## src/rtl/ltd_pkg.sv

```systemverilog
// Shared types and constants for the LZ77 triple decoder.
// Depends on nothing; imported by every module of the block.
package ltd_pkg;

    localparam int OFF_W  = 12;
    localparam int LEN_W  = 6;
    localparam int BYTE_W = 8;
    localparam int CNT_W  = 32;
    localparam int ADDR_W = 3;

    localparam logic [ADDR_W-1:0] REG_CAPACITY_ADDR = 3'd0;
    localparam logic [CNT_W-1:0]  CAPACITY_RESET    = 32'hFFFF_FFFF;

    typedef struct packed {
        logic [OFF_W-1:0]  off;
        logic [LEN_W-1:0]  len;
        logic [BYTE_W-1:0] lit;
        logic              first;
    } ltd_cmd_t;

    typedef struct packed {
        logic full;
        logic empty;
    } ltd_qstat_t;

endpackage

```

## src/rtl/ltd_queue.sv

```systemverilog
// Two-entry command queue between the front and back parts of the decoder.
// Depends on ltd_pkg for the command and status types.
module ltd_queue (
    input  logic              clk,
    input  logic              rst_n,
    input  logic              push,
    input  ltd_pkg::ltd_cmd_t push_cmd,
    input  logic              pop,
    output ltd_pkg::ltd_cmd_t head,
    output ltd_pkg::ltd_qstat_t stat
);
    import ltd_pkg::*;

    ltd_cmd_t   slot_reg [2];
    logic       wr_ptr_reg;
    logic       wr_ptr_next;
    logic       rd_ptr_reg;
    logic       rd_ptr_next;
    logic [1:0] count_reg;
    logic [1:0] count_next;
    logic       do_push;
    logic       do_pop;

    assign stat.full  = (count_reg == 2'd2);
    assign stat.empty = (count_reg == 2'd0);
    assign head       = slot_reg[rd_ptr_reg];
    assign do_push    = push && !stat.full;
    assign do_pop     = pop && !stat.empty;

    always_comb
    begin
        wr_ptr_next = do_push ? !wr_ptr_reg : wr_ptr_reg;
        rd_ptr_next = do_pop ? !rd_ptr_reg : rd_ptr_reg;
        count_next  = count_reg;
        unique case ({do_push, do_pop})
            2'b10:   count_next = count_reg + 2'd1;
            2'b01:   count_next = count_reg - 2'd1;
            default: count_next = count_reg;
        endcase
    end

    always_ff @(posedge clk or negedge rst_n)
    begin
        if (!rst_n)
        begin
            wr_ptr_reg <= 1'b0;
            rd_ptr_reg <= 1'b0;
            count_reg  <= 2'd0;
        end
        else
        begin
            wr_ptr_reg <= wr_ptr_next;
            rd_ptr_reg <= rd_ptr_next;
            count_reg  <= count_next;
        end
    end

    always_ff @(posedge clk)
    begin
        if (do_push)
        begin
            slot_reg[wr_ptr_reg] <= push_cmd;
        end
    end

endmodule

```

## config.mk

```make
export PLATFORM = sky130hd
export DESIGN_NAME = ltd_queue
export DESIGN_NICKNAME = d
export VERILOG_FILES = /design/src/rtl/ltd_pkg.sv /design/src/rtl/ltd_queue.sv
export SDC_FILE = /design/constraint.sdc
export NUM_CORES = 1
export LEC_CHECK = 0
export BUFFER_PORTS_ARGS = -buffer_cell sky130_fd_sc_hd__buf_2
export CORE_MARGIN = 2
export CORE_UTILIZATION = 45
export CTS_CLUSTER_SIZE = 28
export DETAILED_ROUTE_END_ITERATION = 8
export PLACE_DENSITY = 0.7
export RECOVER_POWER = 25
export SLEW_MARGIN = 10
export SYNTH_ARGS = -nofsm -noshare
export SYNTH_HDL_FRONTEND = slang
export SYNTH_SLANG_ARGS = --single-unit
```

## constraint.sdc

```tcl
create_clock -name clk -period 5.93 [get_ports clk]
set_input_delay 1.186 -clock clk [delete_from_list [all_inputs] [get_ports clk]]
set_output_delay 1.186 -clock clk [all_outputs]
set_load 0.02 [all_outputs]
```

==> results list <==
- The run finished with clean final reports.
- The register with the most flip-flops in the layout has 54 of them.
- In this run the post-CTS setup repair buffer count came out at 0.
- The die covers about 5600 sq um.
* Via count: 1158
- Summing every instance area after synthesis gives 2240 sq um.
- Tmin final: slightly above 3 ns
* Setup-failing EPs final: 0
* Xor and xnor fraction of the mapped netlist area: 0.0195
* Antenna violations before repair: 0
- Clock Skews: between 0.007 and 0.008 ns
* Mux cell area share after synthesis: 0.167
* Via count of the first global-routing pass: 1213
- The tree built by TritonCTS fans out to between 50 and 60 sinks.
* Unrepaired setup endpoints after global routing: false
* Basic-gate share of the synthesized area counting and, or, nand and nor cells: 0.0162
- Across the VDD grid, the largest voltage drop is between 0.2 and 0.3 mV.
- The share of total power dissipated in combinational logic is 0.359.
- A synthesized cell averages ~22 sq um.
* Count of hold-fix buffers inserted at cts: 0
- Half-perimeter wire length after placement: 2450 um
- Post-synthesis instance total: 102
- In this run, placement finished with an instance count of 228.
- Number of design-rule violations left by the first detailed-router iteration: just over 80
- Global router's overall resource usage: 0.143
- For this run, the detailed router's first-pass iteration total came to 4.
- Quantity of I/O buffers inserted on ports: between 50 and 60
- The compound-gate portion of the synthesized area came to 0.
- Lkg Pwr: 1.10 nW
- Max Clock Freq: about 330 MHz
- Adder and majority cell fraction of the synthesized area: 0.00557
- Entering global routing, the biggest net connects 28 pins.
- For this block, the routed nets add up to 3710 um of wire.
- Design internal power: 0.949 mW
* Power density of the placed cells: between 500 and 600 nW/um^2
- The synthesized design contains 58 register bits.
- Clock Latency Late Sink: roughly 0.33 ns
- In this design, the stage delay of the slowest critical-path cell is 0.54 ns.
- Share of layout cells above drive strength 1: 0.531
* Bufs on Longest Clock Path: 2
- Area inside the core boundary: 4750 sq um
- Number of slew-limit violations in the final report: 0
- Biggest area consumer among synthesized cells: edfxtp_1
- 0 antenna diodes ended up in the layout.
* H-tree depth reported by CTS: 3
* Hold violation count in the final report: 0
- Drt wl/cell: roughly 15 um
* Series of cell instances along the critical path: buf_4 -> mux2_2 -> buf_2
- Synth Flop Type: edfxtp_1
- Of the total power, registers draw 0.428.
* Chip width: around 75 um
- Yosys Warn Count: 0
- Power consumption: approximately 1.4 mW
- Post-route DRC: 0
- Total I/O pin count: 60
- The first global-routing pass estimated ~5300 um of wire.
* Starting utilization of the core area: 0.472
* EDFF count, synth: between 50 and 60
* CTS-repair resized insts: 0
- Top-area cell type share of the netlist area: 0.722
* Average vias per placed instance: around 4.7
* Area delta synth->final: 22.5%
* Cell Count, Final, Fillers Out: 244
- In this run, CTS created clock tree buffers numbering 9.
- GP Congestion: around 0.66
- At the pin with the least slew margin, the transition time is ~0.6 ns.
- Required time at the worst-slack endpoint: approximately 4.7 ns
- Clock-pin transition on the worst setup and hold timing paths: approximately 0.060 ns
- By area the synthesized netlist is led by edfxtp_1 (72%), mux2_4 (13%), dfrtp_1 (4.5%).
- Top cells by instance count after synthesis: edfxtp_1 (54), mux2_4 (19), mux2_2 (8)
- The root buffer cell chosen for the clock tree is clkbuf_8.
- Switching part of the total: 0.327
- STA classifies the critical path startpoint as a register.
- Row generation in the floorplan step produced 25 rows.
* Slew headroom: 0.587
- # nets final: a little over 200
* Data arrival time of the worst path: 1.86 ns
* Slowest stage cell, crit path: dfrtp_1
- In this run the worst path has a maximum fanout of 22.
- TNS Setup: 0 ns
* Total overflow reported by the global router: 0
- Dividing the final minimum period by the clock period gives 0.513.
* CTS tree: built
* Total nets after synthesis: about 130
* Kind of critical path: reg -> out
- Number of nets with antenna violations after detailed routing: 0
- Counting flops with an async set or reset pin after synthesis yields a share of 0.0690.
* Top-count cell post-synth: edfxtp_1
* Number of different library cells in the post-synthesis netlist: 15
- In this run the worst hold path is classified as reg -> reg.
- For this design the total switching power over the nets is roughly 0.46 mW.
- Dominant combinational cell family by area after synthesis: multiplexers
- Number of max-cap violations: 0
- Worst setup EP type: output pin
* Post-synthesis sequential area ratio: 0.767
* Die height: 74.6 um
- Of the total power, the clock network draws 0.212.
## layout make-up
class	instances	area [sq um]
inverters	1	3.75
clock buffers	15	156
multi-input cells	40	470
clock inverters	1	3.75
fillers	400	2010
repair buffers	62	309
flip-flops and latches	58	1720
well taps	67	83.8
## critical path: cells and delay by family (launching register included)
kind                   cells  cell delay [ns]
DFF                        1             0.54
buffers and inverters      2             0.59
muxes                      1             0.39
## power by group through the flow
stage               logic, mW  clock network (mW)  registers [mW]
floorplan               0.413                   0           0.595
global placement        0.500                   0           0.608
detailed placement      0.515                   0           0.614
CTS                     0.516               0.309           0.606
global route            0.543               0.329           0.611
finish                  0.507               0.299           0.604
## cells in the final DEF, fill, tap and decap left out
| master | n |
|---|---|
| buf_4 | 3 |
| nand2b_1 | 1 |
| clkinv_1 | 1 |
| clkbuf_8 | 10 |
| inv_1 | 1 |
| xnor2_1 | 3 |
| edfxtp_1 | 54 |
| nand2_1 | 1 |
| buf_1 | 1 |
| ha_1 | 1 |
| and3_1 | 1 |
| nor2_1 | 2 |
| dfrtp_1 | 4 |
| nor2_2 | 1 |
| mux2_4 | 19 |
| buf_2 | 52 |
| mux2_2 | 8 |
| nor2b_2 | 1 |
| xor2_1 | 2 |
| clkbuf_1 | 11 |
## through the flow
| step | hold slack (ns) | utilization | cell area (sq um) | setup WS, ns |
|---|---|---|---|---|
| after detailed placement | 0.503 | 0.546 | 2600 | 3.21 |
| after global placement | 0.481 | 0.546 | 2600 | 3.27 |
| after CTS | 0.514 | 0.580 | 2760 | 2.85 |
| final | 0.526 | 0.578 | 2750 | 2.89 |
| after global routing | 0.539 | 0.578 | 2750 | 2.81 |
| after floorplan | 0.461 | - | 2240 | 3.09 |
## cell families after synthesis
kind of cell | Yosys count
flops | 58
mux | 27
simple gates | 7
xor+xnor | 5
buf+inv | 4
fa+ha+maj | 1
## path summary, 6_finish.rpt
kind                                   start         endpoint  slack, ns  cells past startpoint
max in group asynchronous              rst_n       rd_ptr_reg       5.05                      1
worst max-delay path              rd_ptr_reg         head[26]       2.89                      3
worst min-delay path              wr_ptr_reg       wr_ptr_reg       0.53                      1
worst min register to register    wr_ptr_reg       wr_ptr_reg       0.53                      1
worst max register to register  count_reg[0]  slot_reg[0][14]       4.06                      4
min in group asynchronous              rst_n     count_reg[1]       0.68                      1
## per-layer routing
| metal | part of all wire | GRT usage |
|---|---|---|
| met1 | 0.39 | 0.149 |
| met2 | 0.51 | 0.238 |
| met3 | 0.066 | 0.0562 |
| met4 | 0.031 | 0.0952 |
| met5 | 0 | 0 |
Note: power is estimated with default switching activity, not from simulation.
